[src/hdl/bmpdec_pkg.sv]
// ----------------------------------------------------------------------------
// bmpdec_pkg
// shared constants, codes and result type of the 24-bit bmp stream decoder
// ----------------------------------------------------------------------------
package bmpdec_pkg;

	// width of the delivered pixel counter
	localparam int COUNT_BITS = 32;

	// header layout, byte positions in the file
	localparam int HDR_LEN    = 54;
	localparam int OFS_DATA   = 10;
	localparam int OFS_WIDTH  = 18;
	localparam int OFS_HEIGHT = 22;
	localparam int OFS_SIZE   = 34;

	localparam logic [7:0] MAGIC_B = 8'h42;
	localparam logic [7:0] MAGIC_M = 8'h4D;

	// result queue
	localparam int FIFO_DEPTH = 8;
	localparam int FIFO_AW    = 3;

	typedef logic [COUNT_BITS-1:0] count_t;

	typedef enum logic [1:0] {
		PH_HEADER = 2'd0,
		PH_DATA   = 2'd1,
		PH_FAILED = 2'd2
	} phase_t;

	typedef enum logic [1:0] {
		KIND_HEADER = 2'd0,
		KIND_PIXEL  = 2'd1,
		KIND_DONE   = 2'd2,
		KIND_ERROR  = 2'd3
	} kind_t;

	typedef enum logic [1:0] {
		ST_OK        = 2'd0,
		ST_SHORT     = 2'd1,
		ST_BAD_MAGIC = 2'd2,
		ST_TRUNC     = 2'd3
	} status_t;

	typedef struct packed {
		kind_t       kind;
		logic [7:0]  red;
		logic [7:0]  green;
		logic [7:0]  blue;
		logic [15:0] width;
		logic [15:0] height;
		status_t     status;
		logic        eor;
	} result_t;

endpackage

[src/hdl/bmp_header_parse_bgr_to_rgba.sv]
// ----------------------------------------------------------------------------
// bmp_header_parse_bgr_to_rgba
// 24-bit bmp byte stream decoder: header capture and check, then bgr triples
// turned into rgba pixels with zero alpha, with a finished or error status
// ----------------------------------------------------------------------------
//
// channel  dir  beats                      payload
// s_*      in   one file byte per item     tdata = data_byte, tlast = last_byte
// m_*      out  0..2 results per byte      tuser = kind, tdata = pixel/header
//                                          fields, tlast = end_of_run
//
// one byte per cycle while s_tready is high; an accepted byte is registered in the
// input register, and its results are written from there into an 8-entry
// result queue, whose head drives the m_* outputs
// s_tready drops only while the result queue lacks room for two more results
// behind the byte in flight, i.e. when m_tready has been low for a while
// reset (arst_n low) returns the parser to the start of a file and empties
// the queue; after any last byte the parser also restarts on its own
//
module bmp_header_parse_bgr_to_rgba (
	input  logic        clk,
	input  logic        arst_n,
	input  logic        s_tvalid,
	output logic        s_tready,
	input  logic [7:0]  s_tdata,   // [7:0] data_byte
	input  logic        s_tlast,   // last_byte
	output logic        m_tvalid,
	input  logic        m_tready,
	// [7:0] red, [15:8] green, [23:16] blue, [31:24] alpha,
	// [47:32] image_width, [63:48] image_height, [65:64] status, [71:66] zero
	output logic [71:0] m_tdata,
	output logic [1:0]  m_tuser,   // [1:0] kind
	output logic        m_tlast    // end_of_run
);

	// input register
	logic        valid_s1;
	logic [7:0]  byte_s1;
	logic        last_s1;

	// parser state
	bmpdec_pkg::phase_t phase_q, phase_mid, phase_d;
	logic [31:0] boff_q;
	logic        magic_ok_q;
	logic [31:0] data_off_q;
	logic [31:0] size_q;
	logic [15:0] width_q;
	logic [15:0] height_q;
	logic [31:0] prod_q;       // width * height, settles long before header end
	logic [7:0]  held0_q;
	logic [7:0]  held1_q;
	logic [1:0]  tpos_q;
	bmpdec_pkg::count_t pix_q;

	// result queue
	bmpdec_pkg::result_t fifo_q [bmpdec_pkg::FIFO_DEPTH];
	logic [bmpdec_pkg::FIFO_AW-1:0] head_q, tail_q;
	logic [bmpdec_pkg::FIFO_AW:0]   count_q;

	// datapath
	logic [31:0] start_c;
	logic [31:0] size_fill;
	logic [31:0] size_eff;
	logic [32:0] len_c;
	logic [32:0] end_c;
	bmpdec_pkg::count_t wanted;
	bmpdec_pkg::count_t pix_next;
	logic        at_hdr_end;
	logic        take;
	logic        pixel;
	logic        trunc;

	bmpdec_pkg::result_t res_a, res_b, r0, r1;
	logic        has_a, has_b;
	logic [1:0]  n_push;
	logic        pop;

	// ---------------- input side ----------------

	// room for two results of the byte in flight and two of the new one
	assign s_tready = (count_q + (valid_s1 ? 4'd2 : 4'd0)) <= 4'(bmpdec_pkg::FIFO_DEPTH - 2);

	always_ff @(posedge clk or negedge arst_n) begin
		if (!arst_n) begin
			valid_s1 <= 1'b0;
		end else begin
			valid_s1 <= s_tvalid & s_tready;
		end
	end

	always_ff @(posedge clk) begin
		if (s_tvalid && s_tready) begin
			byte_s1 <= s_tdata;
			last_s1 <= s_tlast;
		end
	end

	// ---------------- parser datapath ----------------

	// offsets below the header end count as the header end
	assign start_c   = (data_off_q < 32'(bmpdec_pkg::HDR_LEN)) ?
		32'(bmpdec_pkg::HDR_LEN) : data_off_q;
	assign size_fill = prod_q + {prod_q[30:0], 1'b0};
	// a last byte at header end sees the filled-in size
	assign size_eff  = (phase_q == bmpdec_pkg::PH_HEADER && size_q == 32'd0) ?
		size_fill : size_q;
	assign wanted    = bmpdec_pkg::count_t'(prod_q);
	assign at_hdr_end = (boff_q == 32'(bmpdec_pkg::HDR_LEN - 1));

	assign take  = (phase_q == bmpdec_pkg::PH_DATA) && (boff_q >= start_c) &&
		(pix_q != wanted);
	assign pixel = take && (tpos_q == 2'd2);
	assign pix_next = pix_q + bmpdec_pkg::count_t'(pixel);

	// file length vs. start + size covers both offset beyond file and short data
	assign len_c = {1'b0, boff_q} + 33'd1;
	assign end_c = {1'b0, start_c} + {1'b0, size_eff};
	assign trunc = (len_c < end_c) || (pix_next != wanted);

	// next phase
	always_comb begin
		phase_mid = phase_q;
		if (valid_s1 && phase_q == bmpdec_pkg::PH_HEADER) begin
			if (at_hdr_end) begin
				phase_mid = magic_ok_q ? bmpdec_pkg::PH_DATA : bmpdec_pkg::PH_FAILED;
			end else if (last_s1) begin
				phase_mid = bmpdec_pkg::PH_FAILED;
			end
		end
		phase_d = (valid_s1 && last_s1) ? bmpdec_pkg::PH_HEADER : phase_mid;
	end

	// results of the byte in the input register
	always_comb begin
		res_a = '0;
		res_b = '0;
		has_a = 1'b0;
		has_b = 1'b0;
		res_b.kind = bmpdec_pkg::KIND_DONE;
		res_b.eor  = 1'b1;
		if (valid_s1) begin
			unique case (phase_q)
				bmpdec_pkg::PH_HEADER: begin
					if (at_hdr_end) begin
						has_a = 1'b1;
						if (!magic_ok_q) begin
							res_a.kind   = bmpdec_pkg::KIND_ERROR;
							res_a.status = bmpdec_pkg::ST_BAD_MAGIC;
						end else begin
							res_a.kind   = bmpdec_pkg::KIND_HEADER;
							res_a.width  = width_q;
							res_a.height = height_q;
						end
					end else if (last_s1) begin
						has_a = 1'b1;
						res_a.kind   = bmpdec_pkg::KIND_ERROR;
						res_a.status = bmpdec_pkg::ST_SHORT;
					end
				end
				bmpdec_pkg::PH_DATA: begin
					if (pixel) begin
						has_a = 1'b1;
						res_a.kind  = bmpdec_pkg::KIND_PIXEL;
						res_a.red   = byte_s1;
						res_a.green = held1_q;
						res_a.blue  = held0_q;
					end
				end
				default: begin
				end
			endcase
			if (last_s1 && phase_mid == bmpdec_pkg::PH_DATA) begin
				has_b = 1'b1;
				if (trunc) begin
					res_b.kind   = bmpdec_pkg::KIND_ERROR;
					res_b.status = bmpdec_pkg::ST_TRUNC;
				end
			end
		end
		res_a.eor = !has_b;
		r0     = has_a ? res_a : res_b;
		r1     = res_b;
		n_push = {1'b0, has_a} + {1'b0, has_b};
	end

	// parser registers
	always_ff @(posedge clk or negedge arst_n) begin
		if (!arst_n) begin
			phase_q    <= bmpdec_pkg::PH_HEADER;
			boff_q     <= '0;
			magic_ok_q <= 1'b1;
			data_off_q <= '0;
			size_q     <= '0;
			width_q    <= '0;
			height_q   <= '0;
			prod_q     <= '0;
			held0_q    <= '0;
			held1_q    <= '0;
			tpos_q     <= '0;
			pix_q      <= '0;
		end else begin
			prod_q  <= 32'(width_q) * 32'(height_q);
			phase_q <= phase_d;
			if (valid_s1) begin
				if (last_s1) begin
					// next byte starts a new file
					boff_q     <= '0;
					magic_ok_q <= 1'b1;
					data_off_q <= '0;
					size_q     <= '0;
					width_q    <= '0;
					height_q   <= '0;
					held0_q    <= '0;
					held1_q    <= '0;
					tpos_q     <= '0;
					pix_q      <= '0;
				end else begin
					if (boff_q != 32'hFFFF_FFFF) begin
						boff_q <= boff_q + 32'd1;
					end
					if (phase_q == bmpdec_pkg::PH_HEADER) begin
						if (boff_q == 32'd0 && byte_s1 != bmpdec_pkg::MAGIC_B) begin
							magic_ok_q <= 1'b0;
						end
						if (boff_q == 32'd1 && byte_s1 != bmpdec_pkg::MAGIC_M) begin
							magic_ok_q <= 1'b0;
						end
						for (int k = 0; k < 4; k++) begin
							if (boff_q == 32'(bmpdec_pkg::OFS_DATA + k)) begin
								data_off_q[8*k +: 8] <= byte_s1;
							end
							if (boff_q == 32'(bmpdec_pkg::OFS_SIZE + k)) begin
								size_q[8*k +: 8] <= byte_s1;
							end
						end
						for (int k = 0; k < 2; k++) begin
							if (boff_q == 32'(bmpdec_pkg::OFS_WIDTH + k)) begin
								width_q[8*k +: 8] <= byte_s1;
							end
							if (boff_q == 32'(bmpdec_pkg::OFS_HEIGHT + k)) begin
								height_q[8*k +: 8] <= byte_s1;
							end
						end
						if (at_hdr_end && magic_ok_q) begin
							size_q <= size_eff;
						end
					end
					if (take) begin
						unique case (tpos_q)
							2'd0: begin
								held0_q <= byte_s1;
								tpos_q  <= 2'd1;
							end
							2'd1: begin
								held1_q <= byte_s1;
								tpos_q  <= 2'd2;
							end
							default: begin
								tpos_q <= 2'd0;
							end
						endcase
					end
					pix_q <= pix_next;
				end
			end
		end
	end

	// ---------------- result queue ----------------

	assign pop      = m_tvalid & m_tready;
	assign m_tvalid = (count_q != '0);
	assign m_tuser  = fifo_q[head_q].kind;
	assign m_tlast  = fifo_q[head_q].eor;
	assign m_tdata  = {6'd0, fifo_q[head_q].status, fifo_q[head_q].height,
		fifo_q[head_q].width, 8'd0, fifo_q[head_q].blue, fifo_q[head_q].green,
		fifo_q[head_q].red};

	always_ff @(posedge clk) begin
		if (n_push != 2'd0) begin
			fifo_q[tail_q] <= r0;
		end
		if (n_push == 2'd2) begin
			fifo_q[tail_q + 3'd1] <= r1;
		end
	end

	always_ff @(posedge clk or negedge arst_n) begin
		if (!arst_n) begin
			head_q  <= '0;
			tail_q  <= '0;
			count_q <= '0;
		end else begin
			if (pop) begin
				head_q <= head_q + 3'd1;
			end
			tail_q  <= tail_q + 3'(n_push);
			count_q <= count_q + 4'(n_push) - 4'(pop);
		end
	end

	// ---------------- checks ----------------

	a_count_range: assert property (@(posedge clk) disable iff (!arst_n)
		count_q <= 4'(bmpdec_pkg::FIFO_DEPTH))
		else $error("result queue count out of range");

	a_room_for_byte: assert property (@(posedge clk) disable iff (!arst_n)
		valid_s1 |-> count_q <= 4'(bmpdec_pkg::FIFO_DEPTH - 2))
		else $error("no room for results of byte in flight");

	a_pixel_in_data: assert property (@(posedge clk) disable iff (!arst_n)
		(has_a && res_a.kind == bmpdec_pkg::KIND_PIXEL) |->
			phase_q == bmpdec_pkg::PH_DATA)
		else $error("pixel outside data phase");

	a_triple_pos: assert property (@(posedge clk) disable iff (!arst_n)
		tpos_q != 2'd3)
		else $error("triple position out of range");

	a_restart: assert property (@(posedge clk) disable iff (!arst_n)
		(valid_s1 && last_s1) |=> (boff_q == 32'd0 && phase_q == bmpdec_pkg::PH_HEADER))
		else $error("parser did not restart after last byte");

endmodule
[config.mk]
export PLATFORM = sky130hd
export DESIGN_NAME = bmp_header_parse_bgr_to_rgba
export DESIGN_NICKNAME = d
export VERILOG_FILES = /design/src/hdl/bmpdec_pkg.sv /design/src/hdl/bmp_header_parse_bgr_to_rgba.sv
export SDC_FILE = /design/constraint.sdc
export NUM_CORES = 2
export LEC_CHECK = 0
export ABC_AREA = 1
export BUFFER_PORTS_ARGS = -buffer_cell sky130_fd_sc_hd__buf_4
export CAP_MARGIN = 20
export CORE_ASPECT_RATIO = 0.75
export CORE_UTILIZATION = 25
export DETAILED_ROUTE_END_ITERATION = 8
export GPL_TIMING_DRIVEN = 0
export PLACE_DENSITY = 0.37
export SLEW_MARGIN = 20
export SYNTH_ARGS = -nofsm -noshare
export SYNTH_HDL_FRONTEND = slang
export SYNTH_SLANG_ARGS = --single-unit
export TNS_END_PERCENT = 50
[constraint.sdc]
create_clock -name clk -period 16.1 [get_ports clk]
set_input_delay 0.805 -clock clk [delete_from_list [all_inputs] [get_ports clk]]
set_output_delay 0.805 -clock clk [all_outputs]
set_load 0.005 [all_outputs]
-- Word level (Yosys, flattened, before mapping)
Memory sizes are Yosys's and may differ from the RTL's.
Index checks and enable logic that the tools add are counted.
- eq/ne operators: 24
- $add $sub $neg: 12
- magnitude comparators: 4
- muxes and demuxes: 76
- reduce and logical (&&, ||, !) cells: 54
- multiply operators: 1
- bitwise gates (word level): 2
- operators by type and width (cell ; count):
    2-to-1 mux 32 bit ; 12
    == test 32 x 6 -> 1 bit (second input constant) ; 5
    2-to-1 mux 8 bit ; 18
    == test 32 x 4 -> 1 bit (second input constant) ; 4
    == test 32 x 5 -> 1 bit (second input constant) ; 4
    zero test 32 bit ; 2
    2-to-1 mux 16 bit ; 4
    != test 32 bit ; 2
    2-to-1 mux 61 bit ; 1
    2-to-1 mux 60 bit ; 1
    AND reduction 3 bit ; 15
    2-to-1 mux 34 bit ; 1
    adder 32 x 1 -> 33 bit (second input constant) ; 1
    adder 32 x 32 -> 33 bit ; 1
    less-than comparator 33 bit ; 1
    adder 32 x 1 -> 32 bit ; 1
    adder 32 x 1 -> 32 bit (second input constant) ; 1
    adder 32 bit ; 1
    == test 32 x 1 -> 1 bit (second input constant) ; 1
    >= comparator 32 bit ; 1
    less-than comparator 32 x 6 -> 1 bit (second input constant) ; 1
    multiplier 16 x 16 -> 32 bit ; 1
    2-to-1 mux 2 bit ; 16
    != test 32 bit (second input constant) ; 1
    other kinds (23) ; 77
- word-level logic and storage cells: 200
- output and inout bits: 77
- flip-flop bits (word level): 233
- bits of input ports: 13
- memories: 1
- RAM bits: 488
- memories (name ; depth ; width ; read ports ; clocked after memory_dff ; write ports ; line ; RTL):
    fifo_q ; 8 ; 61 ; 1 ; 0 ; 2 ; bmp_header_parse_bgr_to_rgba.sv:56 ; bmpdec_pkg::result_t fifo_q [bmpdec_pkg::FIFO_DEPTH];

-- Logic depth before layout (Yosys ltp)
- depth in word-level cells: 13
- depth in mapped cells: 44

-- Worst setup path after synthesis
Ideal clock, no wire load.
- kind: flip-flop to flip-flop
- from: reg width_q[3]
- to: reg prod_q[30]
- data arrival time: 5805 ps
- cell stages (with the launch flop): 22
- setup slack: 10215 ps
- library setup time: 79 ps
- buffers on the path: 2
- cell sequence: dfrtp_1 -> clkbuf_1 -> clkbuf_1 -> nand2_1 -> fa_1 -> inv_1 -> fa_1 -> fa_1 -> inv_1 -> fa_1 -> inv_1 -> fa_1 -> fa_1 -> ha_1 -> nand2_1 -> nor2_1 -> inv_1 -> or4_1 -> o221ai_1 -> a21oi_1 -> o21bai_1 -> xor2_1
- longest elaborated chain between the ends: 1
- RTL lines (what ; line ; RTL):
    start: declaration ; bmp_header_parse_bgr_to_rgba.sv:47 ; logic [15:0] width_q;
    start signal: indexed assignment ; bmp_header_parse_bgr_to_rgba.sv:238 ; width_q[8*k +: 8] <= byte_s1;
    multiplier 16 x 16 -> 32 bit ; bmp_header_parse_bgr_to_rgba.sv:202 ; prod_q <= 32'(width_q) * 32'(height_q);
    end signal: assignment ; bmp_header_parse_bgr_to_rgba.sv:202 ;
    end: declaration ; bmp_header_parse_bgr_to_rgba.sv:49 ; logic [31:0] prod_q;
No other way between the ends.
A chain may end at the register's enable or synchronous reset.

-- Final worst setup path
- from: reg width_q[14]
- to: reg prod_q[30]
Same word-level chain as after synthesis.

==> results.yml <==
status:
  outcome: "finished, final reports clean"
yosys:
  syn_area_per_cell_um2: 7.55
  synth_area_mm2: 0.0457
  synth_compound_area_share_pct: 18.0
  ys_types: 68
  seq_area_frac_synth_pct: 34.7
  ys.warnings.count: 0
  synth-simple-area-share_pct: 18.1
  synthArstFlopShare_pct: 31.1
  synthAdderAreaFrac_pct: 15.5
  synth_top_family_by_area: "simple AND/OR/NAND/NOR gates"
  synthMuxAreaShare_pct: 0.0876
  synth_edf_count: 33
  synth-seq-cells: 721
  synth_cells: 6060
  synth-xor-area-share_pct: 2.62
  synth_ff_type: "dfxtp_1"
setup_path:
  worst_ep_arrival_time_ns: 7.86
  cp-end-kind: "flop"
  rrSetupSlack_ns: 8.80
  path_cells: "clkbuf_1 > buf_1 > nand2_1 > fa_1 > inv_1 > fa_1 > fa_1 > inv_1 > fa_1 > inv_1 > fa_1 > fa_1 > ha_1 > nand2_1 > nor2_1 > inv_1 > or4_1 > o221ai_1 > a21oi_1 > o21bai_1 > xor2_1"
  cp_num_buf_inv: 6
  critical_path_class: "flop to flop"
  cpMostUsedCell: "fa_1"
  critPathTopFamily: "adder cells"
  crit_slowest_cell: "clkbuf_1"
  slowest_delay_ns: 0.72
  startpoint_type: "flop"
  crit_path_max_fanout: 10
  cp.required_ns: 16.66
clock_tree:
  cts_sinks: 721
  cts_tree: "done"
  clock_path_buffers: 3
  cts_resized: 0
  cts.clk_slew.worst_paths_ns: 0.06
  cts_buffers: 87
  clock_latency_ns: 0.73
  hold_buffers: 1
  ctsRootBufferMaster: "clkbuf_16"
  post-cts-setup-buffer-count: 0
  cts-htree-levels: 3
routing:
  firstDrtPassIters: 7
  routed_wl_um: 179000
  wl_per_cell_um: 20.5
  drcViolationCount: 0
  drt-initial-drc-count: 3161
  num_vias: 41000
  avgViaCountPerCell: 4.71
  ant_nets: 0
die:
  dieWidth_um: 496
  start_util_pct: 25.3
  dieArea_mm2: 0.185
  row_count: 135
  die_y_um: 372
  io_pins: 90
  core_area_mm2: 0.181
timing:
  clock.fmax_mhz: 137
  rsz0062_at_grt: "false"
  tightest_slew_ns: 1.17
  fin_skew_ns: 0.0783
  fin_crit_sh_pct: 45.3
  final-hold-violation-count: 0
  period_minus_slack_ns: 7.30
  relSlewSlack_pct: 22.1
  setup_tns_ns: 0
  fin_hold_ws_ns: 0.262
  drv_slew: 0
  setup_violations: 0
placement:
  dpl_cell_area_mm2: 0.0495
  hpwl_um: 141000
  io_buffer_count: 75
  gp_congestion: 0.857
  dp.cells: 8549
global_route:
  grt.total_usage_pct: 19.4
  grtUsageMet2_pct: 27.1
  grt_overflow_total: 0
  antenna_found_initial: 10
  met3_usage_pct: 2.57
  grt_pass1_vias: 39400
  grt_start_max_net_pins: 79
  grt_use_met1_pct: 31.0
  grt_pass1_wl_um: 267000
  grt_most_used_layer: "met1"
final_layout:
  layout_commonest_cell: "nand2_1"
  synthToLayoutAreaGrowth_pct: 14.7
  fin_cells: 8711
  layout.cells.most_common_list: "1247 x nand2_1, 931 x inv_1, 640 x o21ai_0, 464 x dfxtp_1, 396 x a21oi_1"
  fin_area_mm2: 0.0524
  layout-drive-gt1-share_pct: 6.24
  final_nets: 6702
power:
  total_power_uw: 10100
  vdd_drop_max_uv: 110
  power_density_mw_per_mm2: 193
  leakage_uw: 0.0245
hold_path:
  hp-class: "primary input to flop"
flow_run:
  drv_cap: 0
flip-flops by register name, summed over array words and instances (netlist names):
| signal | cells |
|---|---|
| size_q | 32 |
| held1_q | 8 |
| width_q | 16 |
| height_q | 16 |
| tpos_q | 2 |
| last_s1 | 1 |
| pix_q | 32 |
| magic_ok_q | 1 |
| byte_s1 | 8 |
| held0_q | 8 |
| head_q | 3 |
| boff_q | 32 |
| phase_q | 2 |
| valid_s1 | 1 |
| fifo_q | 488 |
| tail_q | 3 |
| count_q | 4 |
| prod_q | 32 |
| data_off_q | 32 |
cell usage after synthesis (21+ instances only):
library cell	count	share of area [%]
buf_1	33	0.27
dfxtp_1	464	20
nand4_1	61	0.83
a21oi_1	396	4.3
fa_1	198	8.7
clkbuf_1	284	2.3
nand3_1	117	1.3
edfxtp_1	33	2.2
a31oi_1	73	1.0
o22ai_1	261	3.6
nand3_2	28	0.61
inv_1	931	7.6
ha_1	248	6.8
o21ai_0	640	7.0
dfrtp_1	223	12
nor2_1	318	2.6
xnor2_1	70	1.3
nor3_1	42	0.46
nor4_1	21	0.29
xor2_1	64	1.2
o21ai_1	68	0.74
nand2_1	1247	10
power breakdown:
part	switching, µW	internal, µW	total (µW)
clock	879	1180	2060
sequential	237	2250	2490
combinational	3710	1860	5580
total	4830	5290	10100
through the flow:
| stage | utilization, % | worst slack [ns] |
|---|---|---|
| finish | 29.0 | 8.80 |
| detailed placement | 27.3 | 8.66 |
| floorplan | - | 10.22 |
| CTS | 28.9 | 8.57 |
| global placement | 27.2 | 8.72 |
| global route | 29.0 | 8.29 |
metal layers:
layer	vias up	wire length, µm
met5	-	0
met4	0	2440
met3	150	8050
met2	824	70700
met1	19900	97700
li1	20100	-
worst register-to-register path: stages (launching register included):
cell,delay [ns]
dfrtp_1,0.32
clkbuf_1,0.72
buf_1,0.63
nand2_1,0.18
fa_1,0.57
inv_1,0.06
fa_1,0.39
fa_1,0.55
inv_1,0.06
fa_1,0.53
inv_1,0.05
fa_1,0.46
fa_1,0.58
ha_1,0.41
nand2_1,0.12
nor2_1,0.15
inv_1,0.06
or4_1,0.47
o221ai_1,0.38
a21oi_1,0.12
o21bai_1,0.17
xor2_1,0.23
cell type report:
type / instances / area [µm²]
fill: 19900 / 129000
multi-input combinational: 4047 / 24900
sequential: 721 / 15900
inverter: 952 / 3580
tap: 2397 / 3000
clock buffer: 121 / 2520
buffer: 353 / 1450
timing repair buffer: 81 / 689
clock inverter: 37 / 423
antenna: 2 / 5.00
logic make-up (layout without fill, tap and decap cells):
kind of cell | after synthesis | in the layout
DFF | 721 | 721
AOI/OAI and AO/OA | 1514 | 1514
and+or+nand+nor | 1934 | 1934
adders and majority gates | 446 | 446
xor gates and xnor gates | 135 | 135
buffers and inverters | 1305 | 1544
muxes | 4 | 4
other | 1 | 16
path summary, 6_finish.rpt:
path | start | end | cells past startpoint
min in group asynchronous | arst_n | prod_q[28]$_DFF_PN0_ | 2
max | width_q[14]$_DFFE_PN0P_ | prod_q[30]$_DFF_PN0_ | 21
min reg2reg | fifo_q[0][58]$_SDFFE_PP0P_ | fifo_q[0][58]$_SDFFE_PP0P_ | 2
max reg2reg | width_q[14]$_DFFE_PN0P_ | prod_q[30]$_DFF_PN0_ | 21
min | s_tdata[7] | byte_s1[7]$_DFFE_PP_ | 1
max in group asynchronous | arst_n | magic_ok_q$_DFFE_PN1P_ | 4
(Power assumes the default switching activity.)
